--- src/hw/rtl/rts_pkg.sv ---
// ----------------------------------------------------------------------------
// rts_pkg
// Shared constants and types of the rhythm trigger sequencer.
// ----------------------------------------------------------------------------
package rts_pkg;

    localparam int TICKS_PER_BEAT    = 96;
    localparam int BEATS_PER_MEASURE = 4;
    localparam int MAX_POINTS        = 64;
    localparam int WORD_STEPS        = 16;

    localparam int AW = 6;    // table address bits
    localparam int PW = 16;   // table entry bits

    localparam logic [8:0]  WORD_SPAN   = 9'(BEATS_PER_MEASURE * TICKS_PER_BEAT);
    localparam logic [6:0]  TPB7        = 7'(TICKS_PER_BEAT);
    localparam logic [4:0]  SIXTEENTH   = 5'(TICKS_PER_BEAT / 4);
    localparam logic [20:0] ONSET_WRAP  = 21'(2048 * TICKS_PER_BEAT);

    // configuration register indexes
    localparam logic [2:0] REG_GRID_MODE       = 3'd0;
    localparam logic [2:0] REG_ONSET_COUNT     = 3'd1;
    localparam logic [2:0] REG_STEP_TICKS      = 3'd2;
    localparam logic [2:0] REG_SHIFT_TICKS     = 3'd3;
    localparam logic [2:0] REG_REPEAT_FRACTION = 3'd4;
    localparam logic [2:0] REG_RETRIGGER_EVERY = 3'd5;

    // commands
    localparam logic [1:0] CMD_TICK    = 2'd0;
    localparam logic [1:0] CMD_RESET   = 2'd1;
    localparam logic [1:0] CMD_REBUILD = 2'd2;

    typedef struct packed {
        logic          grid_mode;
        logic [3:0]    onset_count;
        logic [8:0]    step_ticks;
        logic [8:0]    shift_ticks;
        logic [8:0]    repeat_fraction;
    } build_cfg_t;

    typedef struct packed {
        logic          active;
        logic [AW-1:0] raddr;
        logic          we;
        logic [AW-1:0] waddr;
        logic [PW-1:0] wdata;
    } ram_req_t;

    typedef struct packed {
        logic          done;
        logic [6:0]    total;
        logic [8:0]    beats;
        logic [6:0]    limit;
        logic [AW-1:0] next_index;
    } build_stat_t;

    // pattern length in ticks
    function automatic logic [15:0] beats_to_span(input logic [8:0] beats);
        return 16'(beats) * 16'(TICKS_PER_BEAT);
    endfunction

endpackage

--- src/hw/rtl/rts_point_ram.sv ---
// ----------------------------------------------------------------------------
// rts_point_ram
// Trigger point table: one write and one registered read port. Entries never
// written since reset read as zero.
// ----------------------------------------------------------------------------
module rts_point_ram
(
    input  logic                   clk,
    input  logic                   rst_n,
    input  logic                   we,
    input  logic [rts_pkg::AW-1:0] waddr,
    input  logic [rts_pkg::PW-1:0] wdata,
    input  logic [rts_pkg::AW-1:0] raddr,
    output logic [rts_pkg::PW-1:0] rdata
);
    import rts_pkg::*;

    logic [PW-1:0]         mem [MAX_POINTS];
    logic [MAX_POINTS-1:0] valid_reg;
    logic [PW-1:0]         rdata_reg;

    always_ff @(posedge clk)
    begin
        if (we)
        begin
            mem[waddr] <= wdata;
        end
        rdata_reg <= valid_reg[raddr] ? mem[raddr] : '0;
    end

    always_ff @(posedge clk or negedge rst_n)
    begin
        if (!rst_n)
        begin
            valid_reg <= '0;
        end
        else if (we)
        begin
            valid_reg[waddr] <= 1'b1;
        end
    end

    assign rdata = rdata_reg;

endmodule

--- src/hw/rtl/rts_builder.sv ---
// ----------------------------------------------------------------------------
// rts_builder
// Rebuild sequencer: fills the point table in word or meter mode, applies the
// shift, computes the repeat limit and searches the next index.
// ----------------------------------------------------------------------------
module rts_builder
(
    input  logic                    clk,
    input  logic                    rst_n,
    input  logic                    start,
    input  rts_pkg::build_cfg_t     cfg,
    input  logic [15:0]             tick_position,
    input  logic [rts_pkg::PW-1:0]  rdata,
    output rts_pkg::ram_req_t       ram,
    output rts_pkg::build_stat_t    stat
);
    import rts_pkg::*;

    localparam logic [3:0] B_IDLE   = 4'd0;
    localparam logic [3:0] B_WGEN   = 4'd1;
    localparam logic [3:0] B_WEMIT  = 4'd2;
    localparam logic [3:0] B_MDIV   = 4'd3;
    localparam logic [3:0] B_MGEN   = 4'd4;
    localparam logic [3:0] B_MSHIFT = 4'd5;
    localparam logic [3:0] B_FIN    = 4'd6;
    localparam logic [3:0] B_SRD    = 4'd7;
    localparam logic [3:0] B_SCMP   = 4'd8;
    localparam logic [3:0] B_DONE   = 4'd9;

    logic [3:0]  state_reg, state_next;
    logic [7:0]  a_reg, a_next, b_reg, b_next;
    logic [4:0]  x_reg, x_next, y_reg, y_next;
    logic [4:0]  i_reg, i_next, off_reg, off_next;
    logic [15:0] pat_reg, pat_next;
    logic [3:0]  j_reg, j_next;
    logic [6:0]  cnt_reg, cnt_next;
    logic [8:0]  sm_reg, sm_next, step_reg, step_next;
    logic [2:0]  sd_reg, sd_next;
    logic [16:0] len_reg, len_next;
    logic [6:0]  rem_reg, rem_next;
    logic [9:0]  mb_reg, mb_next;
    logic [6:0]  k_reg, k_next;
    logic [6:0]  total_reg, total_next, limit_reg, limit_next;
    logic [8:0]  beats_reg, beats_next;
    logic [AW-1:0] nidx_reg, nidx_next;

    logic [3:0]  src_j;
    logic        wbit;
    logic [9:0]  wpt;
    logic [7:0]  rsum;
    logic [16:0] spt;
    logic [15:0] span;
    logic [8:0]  frac;
    logic [16:0] lim_full;
    logic [6:0]  k_inc;

    always_comb
    begin
        state_next = state_reg;
        a_next = a_reg;  b_next = b_reg;  x_next = x_reg;  y_next = y_reg;
        i_next = i_reg;  off_next = off_reg;  pat_next = pat_reg;
        j_next = j_reg;  cnt_next = cnt_reg;
        sm_next = sm_reg;  sd_next = sd_reg;  step_next = step_reg;
        len_next = len_reg;  rem_next = rem_reg;  mb_next = mb_reg;
        k_next = k_reg;
        total_next = total_reg;  beats_next = beats_reg;
        limit_next = limit_reg;  nidx_next = nidx_reg;
        ram = '0;
        ram.active = (state_reg != B_IDLE);

        src_j    = (5'(j_reg) < off_reg) ? j_reg : 4'(5'(j_reg) - off_reg);
        wbit     = pat_reg[src_j];
        wpt      = 10'(j_reg) * 10'(SIXTEENTH) + 10'(cfg.shift_ticks);
        if (wpt >= 10'(WORD_SPAN))
        begin
            wpt = wpt - 10'(WORD_SPAN);
        end
        rsum     = {1'b0, rem_reg} + 8'(sm_reg);
        span     = beats_to_span(beats_reg);
        spt      = {1'b0, rdata} + 17'(cfg.shift_ticks);
        if (spt >= {1'b0, span})
        begin
            spt = spt - {1'b0, span};
        end
        frac     = (cfg.repeat_fraction > 9'd256) ? 9'd256 : cfg.repeat_fraction;
        lim_full = 17'(frac) * 17'(total_reg) + 17'd128;
        k_inc    = k_reg + 7'd1;

        unique case (state_reg)
            B_IDLE:
            begin
                if (start)
                begin
                    if (cfg.grid_mode)
                    begin
                        y_next   = (cfg.onset_count == 4'd0) ? 5'd1 : 5'(cfg.onset_count);
                        x_next   = 5'(WORD_STEPS) - y_next;
                        a_next   = 8'(y_next);
                        b_next   = 8'(x_next);
                        i_next   = 5'd1;
                        pat_next = 16'd1;
                        state_next = B_WGEN;
                    end
                    else
                    begin
                        step_next = (cfg.step_ticks == 9'd0) ? 9'd1 : cfg.step_ticks;
                        sm_next   = step_next;
                        sd_next   = 3'd0;
                        state_next = B_MDIV;
                    end
                end
            end
            B_WGEN:
            begin
                if (a_reg != b_reg && i_reg < 5'(WORD_STEPS))
                begin
                    pat_next[i_reg[3:0]] = (a_reg > b_reg);
                    if (a_reg > b_reg)
                    begin
                        b_next = b_reg + 8'(x_reg);
                    end
                    else
                    begin
                        a_next = a_reg + 8'(y_reg);
                    end
                    i_next = i_reg + 5'd1;
                end
                else
                begin
                    // a rest closes the word
                    off_next = (i_reg < 5'(WORD_STEPS)) ? i_reg + 5'd1 : i_reg;
                    j_next   = 4'd0;
                    cnt_next = 7'd0;
                    state_next = B_WEMIT;
                end
            end
            B_WEMIT:
            begin
                pat_next[j_reg] = wbit;
                if (wbit)
                begin
                    ram.we    = 1'b1;
                    ram.waddr = cnt_reg[AW-1:0];
                    ram.wdata = 16'(wpt);
                    cnt_next  = cnt_reg + 7'd1;
                end
                j_next = j_reg + 4'd1;
                if (j_reg == 4'(WORD_STEPS - 1))
                begin
                    total_next = cnt_next;
                    beats_next = 9'(BEATS_PER_MEASURE);
                    state_next = B_FIN;
                end
            end
            B_MDIV:
            begin
                if (sm_reg >= 9'(TICKS_PER_BEAT))
                begin
                    sm_next = sm_reg - 9'(TICKS_PER_BEAT);
                    sd_next = sd_reg + 3'd1;
                end
                else
                begin
                    len_next = '0;
                    rem_next = '0;
                    mb_next  = '0;
                    cnt_next = '0;
                    state_next = B_MGEN;
                end
            end
            B_MGEN:
            begin
                if (rem_reg != 7'd0 || mb_reg < 10'(BEATS_PER_MEASURE))
                begin
                    if (cnt_reg < 7'(MAX_POINTS))
                    begin
                        ram.we    = 1'b1;
                        ram.waddr = cnt_reg[AW-1:0];
                        ram.wdata = len_reg[15:0];
                        cnt_next  = cnt_reg + 7'd1;
                    end
                    len_next = len_reg + 17'(step_reg);
                    if (rsum >= 8'(TPB7))
                    begin
                        rem_next = 7'(rsum - 8'(TPB7));
                        mb_next  = mb_reg + 10'(sd_reg) + 10'd1;
                    end
                    else
                    begin
                        rem_next = rsum[6:0];
                        mb_next  = mb_reg + 10'(sd_reg);
                    end
                end
                else
                begin
                    beats_next = mb_reg[8:0];
                    total_next = cnt_reg;
                    k_next     = '0;
                    state_next = B_MSHIFT;
                end
            end
            B_MSHIFT:
            begin
                // read entry k while writing back entry k-1
                ram.raddr = k_reg[AW-1:0];
                if (k_reg != 7'd0)
                begin
                    ram.we    = 1'b1;
                    ram.waddr = 6'(k_reg - 7'd1);
                    ram.wdata = spt[15:0];
                end
                k_next = k_inc;
                if (k_reg == total_reg)
                begin
                    state_next = B_FIN;
                end
            end
            B_FIN:
            begin
                limit_next = (lim_full[16:8] == 9'd0) ? 7'd1 : 7'(lim_full[16:8]);
                k_next     = '0;
                state_next = B_SRD;
            end
            B_SRD:
            begin
                ram.raddr  = k_reg[AW-1:0];
                state_next = B_SCMP;
            end
            B_SCMP:
            begin
                if (rdata >= tick_position)
                begin
                    nidx_next  = k_reg[AW-1:0];
                    state_next = B_DONE;
                end
                else if (k_inc >= total_reg)
                begin
                    nidx_next  = '0;
                    state_next = B_DONE;
                end
                else
                begin
                    k_next     = k_inc;
                    state_next = B_SRD;
                end
            end
            B_DONE:
            begin
                state_next = B_IDLE;
            end
            default:
            begin
                state_next = B_IDLE;
            end
        endcase
    end

    always_ff @(posedge clk or negedge rst_n)
    begin
        if (!rst_n)
        begin
            state_reg <= B_IDLE;
            total_reg <= 7'd1;
            beats_reg <= 9'(BEATS_PER_MEASURE);
            limit_reg <= 7'd1;
            nidx_reg  <= '0;
        end
        else
        begin
            state_reg <= state_next;
            total_reg <= total_next;
            beats_reg <= beats_next;
            limit_reg <= limit_next;
            nidx_reg  <= nidx_next;
        end
    end

    always_ff @(posedge clk)
    begin
        a_reg <= a_next;  b_reg <= b_next;  x_reg <= x_next;  y_reg <= y_next;
        i_reg <= i_next;  off_reg <= off_next;  pat_reg <= pat_next;
        j_reg <= j_next;  cnt_reg <= cnt_next;
        sm_reg <= sm_next;  sd_reg <= sd_next;  step_reg <= step_next;
        len_reg <= len_next;  rem_reg <= rem_next;  mb_reg <= mb_next;
        k_reg <= k_next;
    end

    assign stat.done       = (state_reg == B_DONE);
    assign stat.total      = total_reg;
    assign stat.beats      = beats_reg;
    assign stat.limit      = limit_reg;
    assign stat.next_index = nidx_reg;

endmodule

--- src/hw/rtl/rhythm_trigger_sequencer.sv ---
// ----------------------------------------------------------------------------
// rhythm_trigger_sequencer
// Tick-driven trigger sequencer over a table of trigger tick positions.
// ----------------------------------------------------------------------------
//  channel | signals                              | role
//  s       | s_tvalid s_tready s_tdata s_tuser    | commands in
//  m       | m_tvalid m_tready m_tdata            | one result per request
//  cfg     | cfg_we cfg_index cfg_data            | register writes
//
//  A tick reads the next table entry, then compares and updates in T_TICK
//  once the output is free; a position beyond a shrunk pattern is reduced in T_WRAP.
//  A reset command passes through T_REPORT. A rebuild walks the table in
//  word or meter mode and then searches it entry by entry for the next point.
//  rst_n clears the control state but not the engaged flag; the table reads as zero until written.
//  A stalled result holds in the output register; one request is in work.
// ----------------------------------------------------------------------------
module rhythm_trigger_sequencer
(
    input  logic        clk,
    input  logic        rst_n,
    input  logic        s_tvalid,
    output logic        s_tready,
    input  logic [7:0]  s_tdata,   // [0] engaged
    input  logic [1:0]  s_tuser,   // [1:0] cmd
    output logic        m_tvalid,
    input  logic        m_tready,
    output logic [55:0] m_tdata,   // [0] fire, [18:1] onset_ticks, [33:19] position,
                                   // [40:34] point_count, [49:41] pattern_beats,
                                   // [50] locked
    input  logic        cfg_we,
    input  logic [2:0]  cfg_index,
    input  logic [8:0]  cfg_data
);
    import rts_pkg::*;

    localparam logic [2:0] T_IDLE   = 3'd0;
    localparam logic [2:0] T_TICK   = 3'd1;
    localparam logic [2:0] T_WRAP   = 3'd2;
    localparam logic [2:0] T_BUILD  = 3'd3;
    localparam logic [2:0] T_REPORT = 3'd4;

    build_cfg_t  bcfg_reg;
    logic [4:0]  every_reg;

    logic [2:0]  state_reg, state_next;
    logic        engaged_reg, engaged_next;
    logic [15:0] pos_reg, pos_next;
    logic [AW-1:0] nidx_reg, nidx_next;
    logic [4:0]  rcount_reg, rcount_next;
    logic [19:0] rsum_reg, rsum_next;
    logic [17:0] onset_reg, onset_next;
    logic        unlock_reg, unlock_next;
    logic        mvalid_reg, mvalid_next;
    logic [55:0] mdata_reg, mdata_next;

    ram_req_t    ram;
    build_stat_t stat;
    logic        build_start;
    logic [PW-1:0] rdata;
    logic [AW-1:0] raddr;

    logic        accept, out_free, fire;
    logic [15:0] span;
    logic [16:0] pos_inc;
    logic [6:0]  idx_inc;
    logic [4:0]  cnt_inc;
    logic [19:0] sum_inc;
    logic [20:0] onset_sum;

    function automatic logic divisible(input logic [4:0] c, input logic [4:0] d);
        logic hit;
        hit = (c == 5'd0);
        for (int k = 1; k < 32; k++)
        begin
            if (10'(k) * 10'(d) == 10'(c))
            begin
                hit = 1'b1;
            end
        end
        return hit;
    endfunction

    always_ff @(posedge clk or negedge rst_n)
    begin
        if (!rst_n)
        begin
            bcfg_reg.grid_mode       <= 1'b1;
            bcfg_reg.onset_count     <= 4'd9;
            bcfg_reg.step_ticks      <= 9'd24;
            bcfg_reg.shift_ticks     <= 9'd0;
            bcfg_reg.repeat_fraction <= 9'd256;
            every_reg                <= 5'd0;
        end
        else if (cfg_we)
        begin
            unique case (cfg_index)
                REG_GRID_MODE:       bcfg_reg.grid_mode       <= cfg_data[0];
                REG_ONSET_COUNT:     bcfg_reg.onset_count     <= cfg_data[3:0];
                REG_STEP_TICKS:      bcfg_reg.step_ticks      <= cfg_data;
                REG_SHIFT_TICKS:     bcfg_reg.shift_ticks     <= cfg_data;
                REG_REPEAT_FRACTION: bcfg_reg.repeat_fraction <= cfg_data;
                REG_RETRIGGER_EVERY: every_reg                <= cfg_data[4:0];
                default:             every_reg                <= every_reg;
            endcase
        end
    end

    // table port: the builder owns it while it runs, else it tracks the next point
    assign raddr = ram.active ? ram.raddr : nidx_reg;

    rts_point_ram u_ram
    (
        .clk   (clk),
        .rst_n (rst_n),
        .we    (ram.we),
        .waddr (ram.waddr),
        .wdata (ram.wdata),
        .raddr (raddr),
        .rdata (rdata)
    );

    rts_builder u_builder
    (
        .clk           (clk),
        .rst_n         (rst_n),
        .start         (build_start),
        .cfg           (bcfg_reg),
        .tick_position (pos_reg),
        .rdata         (rdata),
        .ram           (ram),
        .stat          (stat)
    );

    assign s_tready = (state_reg == T_IDLE);
    assign accept   = s_tvalid && s_tready;
    assign out_free = !mvalid_reg || m_tready;
    assign span     = beats_to_span(stat.beats);
    assign pos_inc  = {1'b0, pos_reg} + 17'd1;
    assign idx_inc  = 7'(nidx_reg) + 7'd1;
    assign cnt_inc  = rcount_reg + 5'd1;
    assign sum_inc  = rsum_reg + 20'(rdata);
    assign onset_sum = 21'(onset_reg) + 21'(sum_inc);
    assign fire     = (pos_reg == rdata) && engaged_reg && (7'(nidx_reg) < stat.limit);
    assign build_start = accept && (s_tuser == CMD_REBUILD);

    always_comb
    begin
        state_next   = state_reg;
        engaged_next = engaged_reg;
        pos_next     = pos_reg;
        nidx_next    = nidx_reg;
        rcount_next  = rcount_reg;
        rsum_next    = rsum_reg;
        onset_next   = onset_reg;
        unlock_next  = unlock_reg;
        mvalid_next  = mvalid_reg && !m_tready;
        mdata_next   = mdata_reg;

        unique case (state_reg)
            T_IDLE:
            begin
                if (accept)
                begin
                    engaged_next = s_tdata[0];
                    priority case (s_tuser)
                        CMD_TICK:    state_next = T_TICK;
                        CMD_REBUILD: state_next = T_BUILD;
                        CMD_RESET:
                        begin
                            onset_next  = '0;
                            rcount_next = '0;
                            rsum_next   = '0;
                            pos_next    = '0;
                            nidx_next   = '0;
                            unlock_next = 1'b0;
                            state_next  = T_REPORT;
                        end
                        default:     state_next = T_REPORT;
                    endcase
                end
            end
            T_TICK:
            begin
                if (out_free)
                begin
                    unlock_next = fire;
                    if (fire && every_reg != 5'd0)
                    begin
                        if (divisible(cnt_inc, every_reg))
                        begin
                            onset_next  = (onset_sum >= ONSET_WRAP) ? 18'd0 : onset_sum[17:0];
                            rsum_next   = '0;
                            rcount_next = '0;
                        end
                        else
                        begin
                            rsum_next   = sum_inc;
                            rcount_next = cnt_inc;
                        end
                    end
                    // report the onset after this tick's advance
                    mvalid_next = 1'b1;
                    mdata_next  = {5'd0, unlock_reg, stat.beats, stat.total,
                                   pos_reg[14:0], onset_next, fire};
                    if (pos_reg == rdata)
                    begin
                        nidx_next = (idx_inc >= stat.total) ? 6'(idx_inc - stat.total)
                                                            : idx_inc[AW-1:0];
                    end
                    pos_next   = pos_inc[15:0];
                    state_next = (pos_inc >= {1'b0, span}) ? T_WRAP : T_IDLE;
                end
            end
            T_WRAP:
            begin
                // reduce the position one pattern length per cycle
                if (pos_reg >= span)
                begin
                    pos_next = pos_reg - span;
                end
                else
                begin
                    state_next = T_IDLE;
                end
            end
            T_BUILD:
            begin
                if (stat.done)
                begin
                    nidx_next  = stat.next_index;
                    state_next = T_REPORT;
                end
            end
            T_REPORT:
            begin
                if (out_free)
                begin
                    mvalid_next = 1'b1;
                    mdata_next  = {5'd0, unlock_reg, stat.beats, stat.total,
                                   pos_reg[14:0], onset_reg, 1'b0};
                    state_next  = T_IDLE;
                end
            end
            default:
            begin
                state_next = T_IDLE;
            end
        endcase
    end

    always_ff @(posedge clk or negedge rst_n)
    begin
        if (!rst_n)
        begin
            state_reg   <= T_IDLE;
            pos_reg     <= '0;
            nidx_reg    <= '0;
            rcount_reg  <= '0;
            rsum_reg    <= '0;
            onset_reg   <= '0;
            unlock_reg  <= 1'b0;
            mvalid_reg  <= 1'b0;
        end
        else
        begin
            state_reg   <= state_next;
            pos_reg     <= pos_next;
            nidx_reg    <= nidx_next;
            rcount_reg  <= rcount_next;
            rsum_reg    <= rsum_next;
            onset_reg   <= onset_next;
            unlock_reg  <= unlock_next;
            mvalid_reg  <= mvalid_next;
        end
    end

    always_ff @(posedge clk)
    begin
        engaged_reg <= engaged_next;
        mdata_reg   <= mdata_next;
    end

    assign m_tvalid = mvalid_reg;
    assign m_tdata  = mdata_reg;

endmodule

--- config.mk ---
export PLATFORM = sky130hd
export DESIGN_NAME = rhythm_trigger_sequencer
export DESIGN_NICKNAME = d
export VERILOG_FILES = /design/src/hw/rtl/rts_pkg.sv /design/src/hw/rtl/rts_point_ram.sv /design/src/hw/rtl/rts_builder.sv /design/src/hw/rtl/rhythm_trigger_sequencer.sv
export SDC_FILE = /design/constraint.sdc
export NUM_CORES = 2
export LEC_CHECK = 0
export BUFFER_PORTS_ARGS = -buffer_cell sky130_fd_sc_hd__buf_2
export CAP_MARGIN = 20
export CORE_MARGIN = 8
export CORE_UTILIZATION = 45
export CTS_BUF_LIST = sky130_fd_sc_hd__clkbuf_16
export DETAILED_ROUTE_END_ITERATION = 10
export PLACE_DENSITY = 0.6
export SYNTH_ARGS = -nofsm -noshare
export SYNTH_HDL_FRONTEND = slang
export SYNTH_SLANG_ARGS = --single-unit
--- constraint.sdc ---
create_clock -name clk -period 15.9 [get_ports clk]
set_clock_uncertainty 0.15 [all_clocks]
set_input_delay 1.59 -clock clk [delete_from_list [all_inputs] [get_ports clk]]
set_output_delay 1.59 -clock clk [all_outputs]
set_load 0.01 [all_outputs]
==> results.tsv <==
metric	value	unit
status	finished clean	
synth_area	0.0715	sq mm
clk_path_buf_depth	3	
crit_buf_inv	2	
io_pins	85	
synth_cells	5229	
vias	43900	
die_y	415	um
p_sw_share	39.9	%
synth_compound_area_share	7.92	%
maxSlewViolCount	0	
synthMuxAreaShare	10.1	%
ys.flop_type	edfxtp_1	
post-cts-setup-buffers	0	
synthAdderAreaFrac	8.55	%
ys_ff_latch	1418	
cts_root_buf	clkbuf_16	
instances_no_fill	7536	
route.detailed.drc	0	
htreeDepth	4	
synthArstFlopShare	14.4	%
cp-end-kind	flip-flop	
power_density	209	mW/mm^2
synth_edf_count	1198	
finalNetCount	5810	
largest_reg_flops	1024	
hold_ws	298	ps
die_area	0.172	sq mm
r2r_start	u_builder.j_reg[0]	
cp.required	16230	ps
critPathMaxFanout	17	
setup_viol	0	
rsz0062_at_grt	no	
core	0.158	sq mm
yosys.area_share.xor_xnor	3.38	%
cts_resized	0	
yosysWarningCount	0	
power_leakage	29.3	nW
clock.fmax	144	MHz
setup.worst_path.class	reg2reg	
dr.pass1.iters	6	
std_cell_rows	146	
tns	0	ps
power.switching	0.00665	W
finalHoldViolCount	0	
worstHoldStart	unlock_reg	
dp_hpwl	115	mm
combPwrFrac	43.9	%
cts_tree	built	
holdCritPathClass	reg2reg	
relSlewSlack	10.5	%
grt_max_degree	116	
wl_per_cell	24.3	um
p_clk_share	21.1	%
slowest_delay	800	ps
syn_area_per_cell	13.7	sq um
io_buffers	72	
pwr-share-seq	35.0	%
initial_core_util	45.2	%
ys_types	101	
grt_pass1_vias	44100	
fin_crit	6920	ps
dp.cells	7265	
seq_area_frac_synth	57.9	%
irDropWorstVdd	192	uV
cts_made_buffers	149	
cpMaxStageDelayCell	edfxtp_1	
gr-total-overflow	0	
num_antenna_cells	0	
ant_nets	0	
finalCritPeriodShare	43.6	%
drive_gt1_share	14.9	%
synth_top_family_by_area	multiplexers	
clock_latency	780	ps
grt.total_usage	20.7	%
p_total	0.0166	W
drv_cap	0	
place_congestion	0.844	
die_x	415	um
cp.arrival	7260	ps
worst_pin_slew	1330	ps
synthSimpleGateAreaFrac	9.28	%
cts-hold-fix-buffers	0	
wirelength	183	mm
start_kind	flip-flop	
vias_per_cell	5.82	
cp-startpoint	u_builder.j_reg[0]	
antenna_found_initial	5	
drt_iter0_markers	3858	
fillers	13400	
clk_pin_slew	60	ps
critPathTopFamily	simple AND/OR/NAND/NOR gates	
numClockSinks	1418	
p_int	0.0100	W
grt_pass1_wl	275	mm
syn2layout_area_growth	11.4	%
cp_cell_sequence	clkinv_1 > ha_1 > nor2b_1 > o2111a_1 > or2_1 > mux2i_1 > a211oi_1 > o211ai_1 > nand3_2 > a21oi_1 > nand3_1 > nor2_1 > buf_4	
-- layout by cell type (no fill, tap or decap), types with 162 or more instances in the layout --
cell / count
inv_1: 281
ha_1: 351
a21oi_1: 179
mux4_2: 272
dfrtp_1: 195
nor2_1: 252
nand2_1: 574
edfxtp_1: 1198
xnor2_1: 162
-- cell usage after synthesis, types with 19 or more instances --
| cell | count | share of area, % |
|---|---|---|
| edfxtp_1 | 1198 | 50 |
| nand2_1 | 574 | 3.0 |
| ha_1 | 351 | 6.1 |
| mux4_2 | 272 | 8.6 |
| nor2_1 | 258 | 1.4 |
| inv_1 | 248 | 1.3 |
| dfrtp_1 | 195 | 6.8 |
| a21oi_1 | 181 | 1.3 |
| o21ai_0 | 165 | 1.2 |
| xnor2_1 | 162 | 2.0 |
| clkbuf_1 | 156 | 0.82 |
| nand3_1 | 133 | 0.93 |
| fa_1 | 86 | 2.4 |
| o21bai_1 | 78 | 0.82 |
| xor2_1 | 76 | 0.93 |
| nor3_1 | 75 | 0.52 |
| a311oi_1 | 74 | 0.91 |
| a21o_1 | 68 | 0.71 |
| nor2b_1 | 68 | 0.59 |
| and3_1 | 62 | 0.54 |
| buf_2 | 57 | 0.40 |
| mux2_2 | 50 | 0.79 |
| mux2i_1 | 48 | 0.67 |
| and2_1 | 45 | 0.39 |
| nand2b_1 | 38 | 0.33 |
| nand4_1 | 36 | 0.31 |
| nor3b_1 | 33 | 0.35 |
| a22o_1 | 26 | 0.32 |
| a22oi_1 | 25 | 0.26 |
| or3_1 | 25 | 0.22 |
| o22ai_1 | 24 | 0.21 |
| a211oi_1 | 23 | 0.24 |
| o21a_1 | 23 | 0.24 |
| a31oi_1 | 19 | 0.17 |
| nor4_1 | 19 | 0.17 |
-- kinds of logic (layout without fill, tap and decap cells) --
logic type | count (synthesis) | in the layout
DFF | 1418 | 1418
and+or+nand+nor | 1412 | 1412
AOI/OAI and AO/OA | 838 | 838
buffers and inverters | 499 | 730
adders and majority gates | 437 | 437
muxes | 372 | 372
xor gates and xnor gates | 252 | 252
other | 1 | 5
-- cell type report --
type | count | area (sq um) | share of cell area [%]
timing repair buffer | 212 | 1460 | 1.83
multi-input combinational | 3316 | 28300 | 35.6
sequential | 1418 | 41400 | 52.0
tap | 2072 | 2590 | 3.25
inverter | 249 | 935 | 1.17
clock buffer | 153 | 3830 | 4.81
clock inverter | 116 | 1110 | 1.40
-- path summary, 6_finish.rpt --
check | depth (start not counted) | slack (ps) | end
setup reg to reg | 13 | 8980 | u_ram.mem[0][4]
hold / removal | 0 | 300 | m_tdata[50]
setup / recovery | 13 | 8980 | u_ram.mem[0][4]
hold reg to reg | 0 | 300 | m_tdata[50]
max in group asynchronous | 3 | 12660 | u_ram.valid_reg[18]
min in group asynchronous | 1 | 650 | every_reg[1]
-- power by group through the flow --
stage          combinational [W]  clock (W)  sequential, W
2_1_floorplan            0.00479          0        0.00584
3_5_place_dp             0.00731          0        0.00590
6_report                 0.00730    0.00351        0.00583
5_1_grt                  0.00798    0.00371        0.00588
4_1_cts                  0.00735    0.00358        0.00583
3_3_place_gp             0.00716          0        0.00588
-- per-layer routing --
metal | track usage [%] | vias up | routed length, um
li1 | - | 19900 | -
met1 | 28.9 | 22300 | 79800
met2 | 33.1 | 1370 | 85300
met3 | 4.01 | 279 | 11800
met4 | 6.53 | 4 | 5840
met5 | 0 | - | 27
-- stage by stage --
| step | setup WS, ps | instance area (sq um) | util [%] |
|---|---|---|---|
| floorplan | 8310 | 71500 | - |
| global placement | 8960 | 74700 | 47.3 |
| detailed placement | 9190 | 74700 | 47.3 |
| CTS | 9170 | 79700 | 50.4 |
| global route | 8570 | 79700 | 50.4 |
| finish | 8980 | 79700 | 50.4 |
(Power assumes the default switching activity.)
